**src/rtl/sdc_pkg.sv**
```systemverilog
// Shared types and constants for the scaled decimal comparator.
// No dependencies; the interfaces and the top level use this package.
`timescale 1ns / 1ps

package sdc_pkg;

  localparam int LOW_BITS        = 64;
  localparam int HIGH_BITS       = 32;
  localparam int FIELD_MANT_BITS = LOW_BITS + HIGH_BITS;
  localparam int SCALE_BITS      = 5;

  typedef struct packed {
    logic [LOW_BITS-1:0]   a_mant_low;
    logic [HIGH_BITS-1:0]  a_mant_high;
    logic [SCALE_BITS-1:0] a_scale;
    logic                  a_negative;
    logic [LOW_BITS-1:0]   b_mant_low;
    logic [HIGH_BITS-1:0]  b_mant_high;
    logic [SCALE_BITS-1:0] b_scale;
    logic                  b_negative;
  } sdc_in_t;

  typedef struct packed {
    logic less_flag;
    logic less_equal_flag;
    logic greater_flag;
    logic greater_equal_flag;
    logic equal_flag;
    logic unequal_flag;
  } sdc_out_t;

endpackage

```
**src/rtl/sdc_ifs.sv**
```systemverilog
// Valid/ready channel interfaces for operand pairs and compare flags.
// Depends on sdc_pkg for the payload types.
`timescale 1ns / 1ps

interface sdc_in_if;
  logic            valid;
  logic            ready;
  sdc_pkg::sdc_in_t data;

  modport source (output valid, output data, input ready);
  modport sink   (input valid, input data, output ready);
endinterface

interface sdc_out_if;
  logic             valid;
  logic             ready;
  sdc_pkg::sdc_out_t data;

  modport source (output valid, output data, input ready);
  modport sink   (input valid, input data, output ready);
endinterface

```
**src/rtl/sdc_mul10.sv**
```systemverilog
// Shared multiply-by-ten unit: shift-and-add over the wide alignment word.
// Wraps modulo 2^W. No package dependency.
`timescale 1ns / 1ps

module sdc_mul10 #(
  parameter int W = 224
) (
  input  logic [W-1:0] x,
  output logic [W-1:0] y
);

  // 10x = 8x + 2x, carries beyond the top bit drop
  assign y = (x << 3) + (x << 1);

endmodule

```
**src/rtl/scaled_decimal_compare.sv**
```systemverilog
// Scaled decimal comparator top level: sequencer, operand registers, output stage.
// Depends on sdc_pkg, sdc_ifs (sdc_in_if, sdc_out_if) and sdc_mul10.
//
// Usage:
//   in_ch carries one operand pair per item: 96-bit mantissas (low and high
//   words), a power-of-ten scale and a sign for each side. out_ch returns one
//   item of six flags (less, less-equal, greater, greater-equal, equal,
//   unequal) per operand pair. Scales above MAX_SCALE saturate to MAX_SCALE.
//   Both channels use valid/ready; an item moves when both are high.
// Timing:
//   The operand with the smaller scale is multiplied by ten once per cycle in
//   the shared sdc_mul10 unit, d = |a_scale - b_scale| times (0 to MAX_SCALE),
//   followed by a wide magnitude compare, which waits while the output register
//   is full. The block takes one item at a time: no new pair is accepted until
//   the last one has left compare; in_ch.ready is high only while the sequencer
//   is idle.
// Reset and stalls:
//   Synchronous active-low reset returns the sequencer to idle and drops
//   out_ch.valid. A stalled receiver holds the flags; the next item may be
//   accepted and aligned meanwhile, and waits in compare until the output
//   register frees up.
`timescale 1ns / 1ps

module scaled_decimal_compare #(
  parameter int MANTISSA_BITS = 96,
  parameter int MAX_SCALE     = 28,
  parameter int WIDE_BITS     = 224
) (
  input logic      clk,
  input logic      rst_n,
  sdc_in_if.sink   in_ch,
  sdc_out_if.source out_ch
);

  localparam int SW = $clog2(MAX_SCALE + 1);
  localparam int MB = sdc_pkg::FIELD_MANT_BITS;
  localparam logic [MB-1:0] MANT_MASK =
    (MANTISSA_BITS >= MB) ? {MB{1'b1}} : ((MB'(1) << MANTISSA_BITS) - MB'(1));

  typedef enum logic [1:0] {
    ST_IDLE,
    ST_ALIGN,
    ST_CMP
  } state_t;

  state_t                state_r, state_nxt;
  logic [WIDE_BITS-1:0]  a_r, a_nxt;
  logic [WIDE_BITS-1:0]  b_r, b_nxt;
  logic                  a_neg_r, a_neg_nxt;
  logic                  b_neg_r, b_neg_nxt;
  logic                  sel_b_r, sel_b_nxt;
  logic [SW-1:0]         cnt_r, cnt_nxt;
  logic                  out_valid_r, out_valid_nxt;
  logic                  lt_r, lt_nxt;
  logic                  eq_r, eq_nxt;

  logic [SW-1:0]         sa, sb;
  logic [MB-1:0]         a_raw, b_raw;
  logic [WIDE_BITS-1:0]  mul_x, mul_y;
  logic                  a_zero, b_zero, mag_lt, mag_gt, mag_eq;
  logic                  out_free;
  logic                  in_take;

  sdc_mul10 #(.W(WIDE_BITS)) u_mul10 (
    .x (mul_x),
    .y (mul_y)
  );

  assign mul_x = sel_b_r ? b_r : a_r;

  assign sa = (32'(in_ch.data.a_scale) > MAX_SCALE) ? SW'(MAX_SCALE) : SW'(in_ch.data.a_scale);
  assign sb = (32'(in_ch.data.b_scale) > MAX_SCALE) ? SW'(MAX_SCALE) : SW'(in_ch.data.b_scale);

  assign a_raw = {in_ch.data.a_mant_high, in_ch.data.a_mant_low} & MANT_MASK;
  assign b_raw = {in_ch.data.b_mant_high, in_ch.data.b_mant_low} & MANT_MASK;

  assign a_zero = (a_r == '0);
  assign b_zero = (b_r == '0);
  assign mag_lt = (a_r < b_r);
  assign mag_gt = (b_r < a_r);
  assign mag_eq = (a_r == b_r);

  assign out_free    = !out_valid_r || out_ch.ready;
  assign in_ch.ready = (state_r == ST_IDLE);
  assign in_take     = in_ch.valid && in_ch.ready;

  always_comb begin
    state_nxt     = state_r;
    a_nxt         = a_r;
    b_nxt         = b_r;
    a_neg_nxt     = a_neg_r;
    b_neg_nxt     = b_neg_r;
    sel_b_nxt     = sel_b_r;
    cnt_nxt       = cnt_r;
    out_valid_nxt = out_valid_r;
    lt_nxt        = lt_r;
    eq_nxt        = eq_r;

    if (out_valid_r && out_ch.ready) begin
      out_valid_nxt = 1'b0;
    end

    case (state_r)
      ST_IDLE: begin
        if (in_take) begin
          a_nxt     = WIDE_BITS'(a_raw);
          b_nxt     = WIDE_BITS'(b_raw);
          a_neg_nxt = in_ch.data.a_negative;
          b_neg_nxt = in_ch.data.b_negative;
          // scale up whichever side has the smaller scale
          sel_b_nxt = (sb < sa);
          cnt_nxt   = (sb < sa) ? (sa - sb) : (sb - sa);
          state_nxt = (sa == sb) ? ST_CMP : ST_ALIGN;
        end
      end
      ST_ALIGN: begin
        if (sel_b_r) begin
          b_nxt = mul_y;
        end else begin
          a_nxt = mul_y;
        end
        cnt_nxt = cnt_r - SW'(1);
        if (cnt_r == SW'(1)) begin
          state_nxt = ST_CMP;
        end
      end
      ST_CMP: begin
        if (out_free) begin
          if (a_zero && b_zero) begin
            lt_nxt = 1'b0;
            eq_nxt = 1'b1;
          end else if (a_neg_r != b_neg_r) begin
            lt_nxt = a_neg_r;
            eq_nxt = 1'b0;
          end else begin
            // both negative: larger magnitude is the smaller value
            lt_nxt = a_neg_r ? mag_gt : mag_lt;
            eq_nxt = mag_eq;
          end
          out_valid_nxt = 1'b1;
          state_nxt     = ST_IDLE;
        end
      end
      default: begin
        state_nxt = ST_IDLE;
      end
    endcase
  end

  always_ff @(posedge clk) begin
    if (!rst_n) begin
      state_r     <= ST_IDLE;
      out_valid_r <= 1'b0;
    end else begin
      state_r     <= state_nxt;
      out_valid_r <= out_valid_nxt;
    end
    a_r     <= a_nxt;
    b_r     <= b_nxt;
    a_neg_r <= a_neg_nxt;
    b_neg_r <= b_neg_nxt;
    sel_b_r <= sel_b_nxt;
    cnt_r   <= cnt_nxt;
    lt_r    <= lt_nxt;
    eq_r    <= eq_nxt;
  end

  assign out_ch.valid                   = out_valid_r;
  assign out_ch.data.less_flag          = lt_r;
  assign out_ch.data.less_equal_flag    = lt_r || eq_r;
  assign out_ch.data.greater_flag       = !lt_r && !eq_r;
  assign out_ch.data.greater_equal_flag = !lt_r;
  assign out_ch.data.equal_flag         = eq_r;
  assign out_ch.data.unequal_flag       = !eq_r;

  // a flag item never claims both less and equal
  a_flags_exclusive: assert property (@(posedge clk) disable iff (!rst_n)
    out_valid_r |-> !(lt_r && eq_r))
    else $error("less and equal both set on output item");

  // alignment never runs with an exhausted step count
  a_align_count: assert property (@(posedge clk) disable iff (!rst_n)
    (state_r == ST_ALIGN) |-> (cnt_r != '0))
    else $error("alignment step with zero count");

  // last alignment step hands over to compare
  a_align_exit: assert property (@(posedge clk) disable iff (!rst_n)
    (state_r == ST_ALIGN && cnt_r == SW'(1)) |=> (state_r == ST_CMP))
    else $error("alignment did not end in compare");

  // compare with a free output stage produces a result next cycle
  a_cmp_result: assert property (@(posedge clk) disable iff (!rst_n)
    (state_r == ST_CMP && out_free) |=> (out_valid_r && state_r == ST_IDLE))
    else $error("compare did not deliver a result");

  // a waiting result is never overwritten
  a_no_overwrite: assert property (@(posedge clk) disable iff (!rst_n)
    (out_valid_r && !out_ch.ready) |=> (out_valid_r && $stable(lt_r) && $stable(eq_r)))
    else $error("pending result lost");

endmodule
```
**src/flat_wrapper.sv**
```systemverilog
// flat-port wrapper written by rule: the top's interface ports become plain ports
module scaled_decimal_compare_flat 
#(
  parameter int MANTISSA_BITS = 96,
  parameter int MAX_SCALE     = 28,
  parameter int WIDE_BITS     = 224
)
  (clk, rst_n, in_ch_valid, in_ch_data, in_ch_ready, out_ch_valid, out_ch_data, out_ch_ready);
  sdc_in_if in_ch_i ();
  sdc_out_if out_ch_i ();
  input logic clk;
  input logic rst_n;
  input wire logic [$bits(in_ch_i.valid)-1:0] in_ch_valid;
  input wire logic [$bits(in_ch_i.data)-1:0] in_ch_data;
  output wire logic [$bits(in_ch_i.ready)-1:0] in_ch_ready;
  output wire logic [$bits(out_ch_i.valid)-1:0] out_ch_valid;
  output wire logic [$bits(out_ch_i.data)-1:0] out_ch_data;
  input wire logic [$bits(out_ch_i.ready)-1:0] out_ch_ready;
  assign in_ch_i.valid = in_ch_valid;
  assign in_ch_i.data = in_ch_data;
  assign in_ch_ready = in_ch_i.ready;
  assign out_ch_valid = out_ch_i.valid;
  assign out_ch_data = out_ch_i.data;
  assign out_ch_i.ready = out_ch_ready;
  scaled_decimal_compare #(.MANTISSA_BITS(MANTISSA_BITS), .MAX_SCALE(MAX_SCALE), .WIDE_BITS(WIDE_BITS)) u_core (.clk(clk), .rst_n(rst_n), .in_ch(in_ch_i), .out_ch(out_ch_i));
endmodule
```
**config.mk**
```make
export PLATFORM = sky130hd
export DESIGN_NAME = scaled_decimal_compare_flat
export DESIGN_NICKNAME = d
export VERILOG_FILES = /design/src/rtl/sdc_pkg.sv /design/src/rtl/sdc_ifs.sv /design/src/rtl/sdc_mul10.sv /design/src/rtl/scaled_decimal_compare.sv /design/src/flat_wrapper.sv
export SDC_FILE = /design/constraint.sdc
export NUM_CORES = 2
export LEC_CHECK = 0
export ABC_AREA = 1
export BUFFER_PORTS_ARGS = -buffer_cell sky130_fd_sc_hd__buf_2
export CAP_MARGIN = 25
export CELL_PAD_IN_SITES_DETAIL_PLACEMENT = 0
export CELL_PAD_IN_SITES_GLOBAL_PLACEMENT = 2
export CORE_ASPECT_RATIO = 0.8
export CORE_MARGIN = 2
export CORE_UTILIZATION = 31
export DETAILED_ROUTE_END_ITERATION = 8
export PLACE_DENSITY = 0.88
export SLEW_MARGIN = 20
export SYNTH_ARGS = -nofsm -noshare
export SYNTH_HDL_FRONTEND = slang
export SYNTH_SLANG_ARGS = --single-unit
```
**constraint.sdc**
```tcl
create_clock -name clk -period 18.6 [get_ports clk]
set_input_delay 4.65 -clock clk [delete_from_list [all_inputs] [get_ports clk]]
set_output_delay 4.65 -clock clk [all_outputs]
set_load 0.005 [all_outputs]
```
==> Yosys cells after proc, flatten, opt, wreduce, memory -nomap -nowiden <==
Index checks and enable logic that the tools add are counted.
{ "op_classes": {"add_sub_neg": 4, "magnitude_cmp": 5, "n_eq_ne": 11, "muxes": 23, "reduce_logical": 19} }
{ "ops": {"columns": ["cell", "count"], "rows": [
  ["$mux 224", 4],
  ["$pmux 224 s2", 2],
  ["$logic_not 224->1", 2],
  ["$lt 224x224->1", 2],
  ["$add 224x224->224", 1],
  ["$eq 224x224->1", 1],
  ["$mux 223", 1],
  ["$mux 5", 4],
  ["$gt 5x5->1 const B", 2],
  ["$pmux 5 s2", 1],
  ["$sub 5x5->5", 2],
  ["$reduce_and 3->1", 3],
  ["$mux 2", 4],
  ["$mux 1", 6],
  ["$ne 2x1->1 const B", 3],
  ["$pmux 2 s3", 1],
  ["$reduce_and 2->1", 3],
  ["$eq 5x1->1 const B", 1],
  ["$eq 5x5->1", 1],
  ["$lt 5x5->1", 1],
  ["$sub 5x1->5 const B", 1],
  ["$logic_and 1x1->1", 4],
  ["$ne 2x2->1 const B", 2],
  ["$logic_not 1->1", 3],
  ["other kinds (6)", 7]
]} }
{ "totals": {"register_bits": 461, "input_bits": 208, "out_inout_bits": 8} }

==> Depth between registers and ports, before layout <==
{ "depth": {"word_depth": 6, "mapped_depth": 25, "ltp_nobuf": 22} }

==> Cells and area by module <==
From an unflattened synthesis, not the netlist that was laid out.
{ "hier_totals": {"hier_cells": 9089, "area_unflattened_um2": 53314.9} }
{ "modules_own_cells": {"columns": ["mod", "n_inst", "cells_each", "area_per_inst_um2"], "rows": [
  ["scaled_decimal_compare", 1, 3047, 26708.1],
  ["sdc_mul10", 1, 6042, 26606.8]
]} }

==> Worst setup path before layout <==
No wires, ideal clock.
{ "synth_timing": {"path_type": "reg-to-reg", "from": "register u_core.state_r[0]", "to": "register u_core.a_r[0], enable pin", "setup_time_ps": 1119, "arrival_time_ps": 16682, "required_ps": 17481, "setup_slack_ps": 799, "stages_incl_launch_ff": 7, "path_buffers": 2, "path_cell_list": "dfxtp_1 -> inv_1 -> nor2_1 -> inv_1 -> clkbuf_1 -> clkbuf_1 -> o21ai_0"} }
{ "synth_via": {"elab_chain_cells": 4} }
{ "synth_rtl": {"columns": ["item", "line_no", "source"], "rows": [
  ["from (decl)", "scaled_decimal_compare.sv:46", "state_t state_r, state_nxt;"],
  ["from (signal assigned)", "scaled_decimal_compare.sv:155", "state_r <= state_nxt;"],
  ["$logic_not 2->1", "scaled_decimal_compare.sv:84, scaled_decimal_compare.sv:103", null],
  ["$logic_and 1x1->1", "scaled_decimal_compare.sv:85", "assign in_take = in_ch.valid && in_ch.ready;"],
  ["$ne 2x2->1 (no source line)", null, null],
  ["$reduce_and 3->1 (no source line) (*)", null, null],
  ["to (signal assigned)", "scaled_decimal_compare.sv:158", "a_r <= a_nxt;"],
  ["to (decl)", "scaled_decimal_compare.sv:47", "logic [WIDE_BITS-1:0] a_r, a_nxt;"]
]} }
Every way passes the cells marked *; elsewhere a longest branch is shown, timed or not.
A chain may end at the register's enable or synchronous reset.

==> Final worst setup path <==
{ "layout_timing": {"from": "register u_core.sel_b_r", "to": "register u_core.a_r[219] (data pin)"} }
{ "layout_via": {"elab_chain_cells": 4} }
{ "layout_rtl": {"columns": ["item", "line_no", "source"], "rows": [
  ["from (decl)", "scaled_decimal_compare.sv:51", "logic sel_b_r, sel_b_nxt;"],
  ["from (signal assigned)", "scaled_decimal_compare.sv:162", "sel_b_r <= sel_b_nxt;"],
  ["$mux 223", "scaled_decimal_compare.sv:69", "assign mul_x = sel_b_r ? b_r : a_r;"],
  ["$add 224x224->224", "sdc_mul10.sv:13", "assign y = (x << 3) + (x << 1);"],
  ["$mux 224", "scaled_decimal_compare.sv:117", "if (sel_b_r) begin"],
  ["$pmux 224 s2", "scaled_decimal_compare.sv:103", "case (state_r)"]
]} }
Every way passes these cells. The select of a mux whose other input is x is not followed.

==> results.py <==
metrics = {
    "status": {
        "status": "finished clean",
    },
    "sta": {
        "rsz0062_at_grt": "no",
        "setup_viol": 0,
        "worst_slack_ps": 11610,
        "fmax_mhz": 143,
        "fin_crit_ps": 6990,
        "whs_ps": 562,
        "slew_headroom_pct": 24.7,
        "setup_tns_ps": 0,
        "fin_crit_sh_pct": 37.6,
        "maxSlewViolCount": 0,
        "fin_skew_ps": 41.9,
        "hold_viol": 0,
        "worstMarginPinSlew_ps": 1130,
    },
    "cts": {
        "clock_latency_ps": 680,
        "cts_tree": "built",
        "cts_root_buf": "clkbuf_16",
        "post_cts_resized": 0,
        "cts_buffers": 50,
        "clock-sinks": 461,
        "htreeDepth": 2,
        "cts_hold_buf": 0,
        "post_cts_buffers": 0,
        "clockBufferDepth": 3,
        "path_clk_slew_ps": 70,
    },
    "routing": {
        "dr_wl_met2_mm": 100,
        "postRouteAntennaNets": 0,
        "wl_per_cell_um": 23.2,
        "viasPerCell": 4.98,
        "first_iter_violations": 5574,
        "drc_errors": 0,
        "first_pass_iters": 6,
        "wl_mm": 253,
        "wl_met3_mm": 20.1,
        "via_count": 54400,
        "top_layer_used": "met5",
        "wl_met1_mm": 127,
    },
    "power": {
        "leakagePower_nw": 29.5,
        "pwr_density_cell_mw_per_mm2": 168,
        "vdd_ir_drop_max_mv": 0.0710,
    },
    "grt": {
        "track_usage_pct": 29.2,
        "grt_max_degree": 113,
        "grt_overflow_total": 0,
        "first_global_vias": 51700,
        "grt_pass1_wl_mm": 356,
        "antenna_found_initial": 18,
    },
    "worst_setup_path": {
        "rrSetupSlack_ps": 11610,
        "worstPathArrival_ps": 7460,
        "cp-end-kind": "register",
        "cp-start-kind": "register",
        "cp_cell_sequence": "buf_12, inv_8, buf_4, buf_4, o21ai_0, ha_1, nand2_1, nor2_1, nand2_1, nor2_1, nand2_1, inv_1, nand3_1, nand3_2, nand2_1, nand4_1, nand2_1, nor2_1",
        "critical_path_peak_fanout": 105,
        "path_delay_family": "simple AND/OR/NAND/NOR gates",
        "path_class": "register to register",
        "crit_top_cell": "nand2_1",
        "slowest_delay_ps": 770,
        "critPathBufInv": 5,
        "crit_required_ps": 19070,
        "slowest_stage": "buf_4",
    },
    "placement": {
        "place_congestion": 1.06,
        "dpl.hpwl_mm": 223,
        "numPortBuffers": 215,
        "pre_cts_slack_ps": 11340,
    },
    "yosys": {
        "synthesis.area_mm2": 0.0513,
        "synth_top_cell_area_share_pct": 26.8,
        "synth.distinct_cells": 48,
        "async_flop_share_pct": 0,
        "avgSynthCellArea_um2": 6.01,
        "ys_ff_latch": 461,
        "yosys-top-cells-area": "edfxtp_1 27%, nand2_1 24%, inv_1 12%",
        "yosys_warnings": 0,
        "syn-num-nets": 9200,
        "synth_edf_count": 458,
        "yosysSeqAreaShare_pct": 26.9,
        "synthTopCellsByCount": "3225 x nand2_1, 1651 x inv_1, 816 x nor2_1",
        "synth.most_common_cell": "nand2_1",
        "synth_top_cell_by_area": "edfxtp_1",
        "syn_inst": 8534,
        "synth_ff_type": "edfxtp_1",
    },
    "die": {
        "rows": 133,
        "die_x_um": 459,
        "ios": 216,
        "start_util_pct": 31.2,
        "coreArea_mm2": 0.164,
        "die_h_um": 368,
        "die-area_mm2": 0.169,
    },
    "finish": {
        "nNetsFinal": 9389,
        "drive_above_1_share_pct": 6.63,
        "multi_input_area_mm2": 0.0306,
        "final.fill_count": 18700,
        "synthToLayoutAreaGrowth_pct": 10.4,
        "regArea_mm2": 0.0138,
    },
    "job": {
        "drv_cap": 0,
    },
    "min_path": {
        "worstHoldPathType": "register to register",
    },
}
-- metrics by stage --
stage | instances | instance area [µm²] | total power [W] | util [%]
after floorplan | 8534 | 51300 | 0.00581 | -
after CTS | 10900 | 56600 | 0.00938 | 34.4
after global routing | 10900 | 56600 | 0.0102 | 34.4
after global placement | 10800 | 54900 | 0.00823 | 33.4
final | 10900 | 56600 | 0.00953 | 34.4
after detailed placement | 10800 | 54900 | 0.00828 | 33.4
-- cells in the final DEF (no fill, tap or decap), types with 8 or more instances in the layout --
cell | Yosys | routed
xor2_1 | 17 | 17
clkinv_1 | 8 | 14
a21o_1 | 11 | 11
nor2_4 | 15 | 16
nand2_2 | 44 | 44
nand2_1 | 3225 | 3225
buf_4 | 2 | 21
a21oi_1 | 551 | 551
o21bai_1 | 17 | 17
nand4_1 | 65 | 65
ha_1 | 455 | 455
inv_2 | 81 | 81
clkbuf_16 | 0 | 50
nor3_2 | 27 | 27
inv_1 | 1651 | 1649
o21a_1 | 17 | 17
and3_1 | 8 | 8
buf_2 | 11 | 216
o21ai_0 | 488 | 485
nor2_2 | 62 | 62
edfxtp_1 | 458 | 458
nor2_1 | 816 | 815
nand3b_1 | 9 | 9
nor4_1 | 94 | 93
nor3_1 | 29 | 29
nand3_2 | 10 | 10
nand3_1 | 232 | 232
-- routing by layer --
metal	GRT usage, %	up-vias
met1	44.7	25400
met4	6.19	6
met5	0	-
met2	42.2	1806
met3	5.05	202
li1	-	27000
-- kinds of logic (layout without fill, tap and decap cells) --
group / count (synthesis) / in the layout / synth area share [%]
XOR/XNOR: 19 / 19 / 0.324
flip-flops: 461 / 461 / 26.9
other: 0 / 2 / 0
AND/OR/NAND/NOR: 4659 / 4659 / 37.1
AO/OA/AOI/OAI: 1093 / 1093 / 10.9
adder cells (fa/ha/maj): 458 / 458 / 11.2
multiplexers: 1 / 1 / 0.0195
buffers and inverters: 1843 / 2071 / 13.5
-- power breakdown --
part | switching [W] | internal, W | total [W]
Combinational | 0.00496 | 0.00163 | 0.00659
Sequential | 0.000229 | 0.00166 | 0.00189
Clock | 0.000459 | 0.000596 | 0.00106
-- tightest hold or removal path, cell delays in order (launching register included) --
cell	delay [ps]
dfxtp_1	350
nand3_1	100
a21oi_1	60
-- path summary, 6_finish.rpt --
check,end,depth (start not counted),start
setup / recovery,u_core.a_r[219]$_SDFFCE_PN0P_,18,u_core.sel_b_r$_DFFE_PP_
setup reg to reg,u_core.a_r[219]$_SDFFCE_PN0P_,18,u_core.sel_b_r$_DFFE_PP_
hold / removal,u_core.state_r[1]$_SDFFE_PN0P_,2,u_core.state_r[1]$_SDFFE_PN0P_
hold reg to reg,u_core.state_r[1]$_SDFFE_PN0P_,2,u_core.state_r[1]$_SDFFE_PN0P_
-- layout make-up --
cell class	instances	area share (%)
Multi-Input combinational cell	6230	54.0
Timing Repair Buffer	240	2.28
Clock buffer	57	2.26
Sequential cell	461	24.4
Inverter	1740	11.6
Antenna cell	2	0.00884
Clock inverter	34	0.712
Tap cell	2160	4.77
-- sequential cells by signal, indices dropped and copies added (netlist names) --
register             flops
u_core.a_neg_r           1
u_core.a_r             224
u_core.b_neg_r           1
u_core.b_r             224
u_core.cnt_r             5
u_core.eq_r              1
u_core.lt_r              1
u_core.out_ch.valid      1
u_core.sel_b_r           1
u_core.state_r           2
Note: power is estimated with default switching activity, not from simulation.
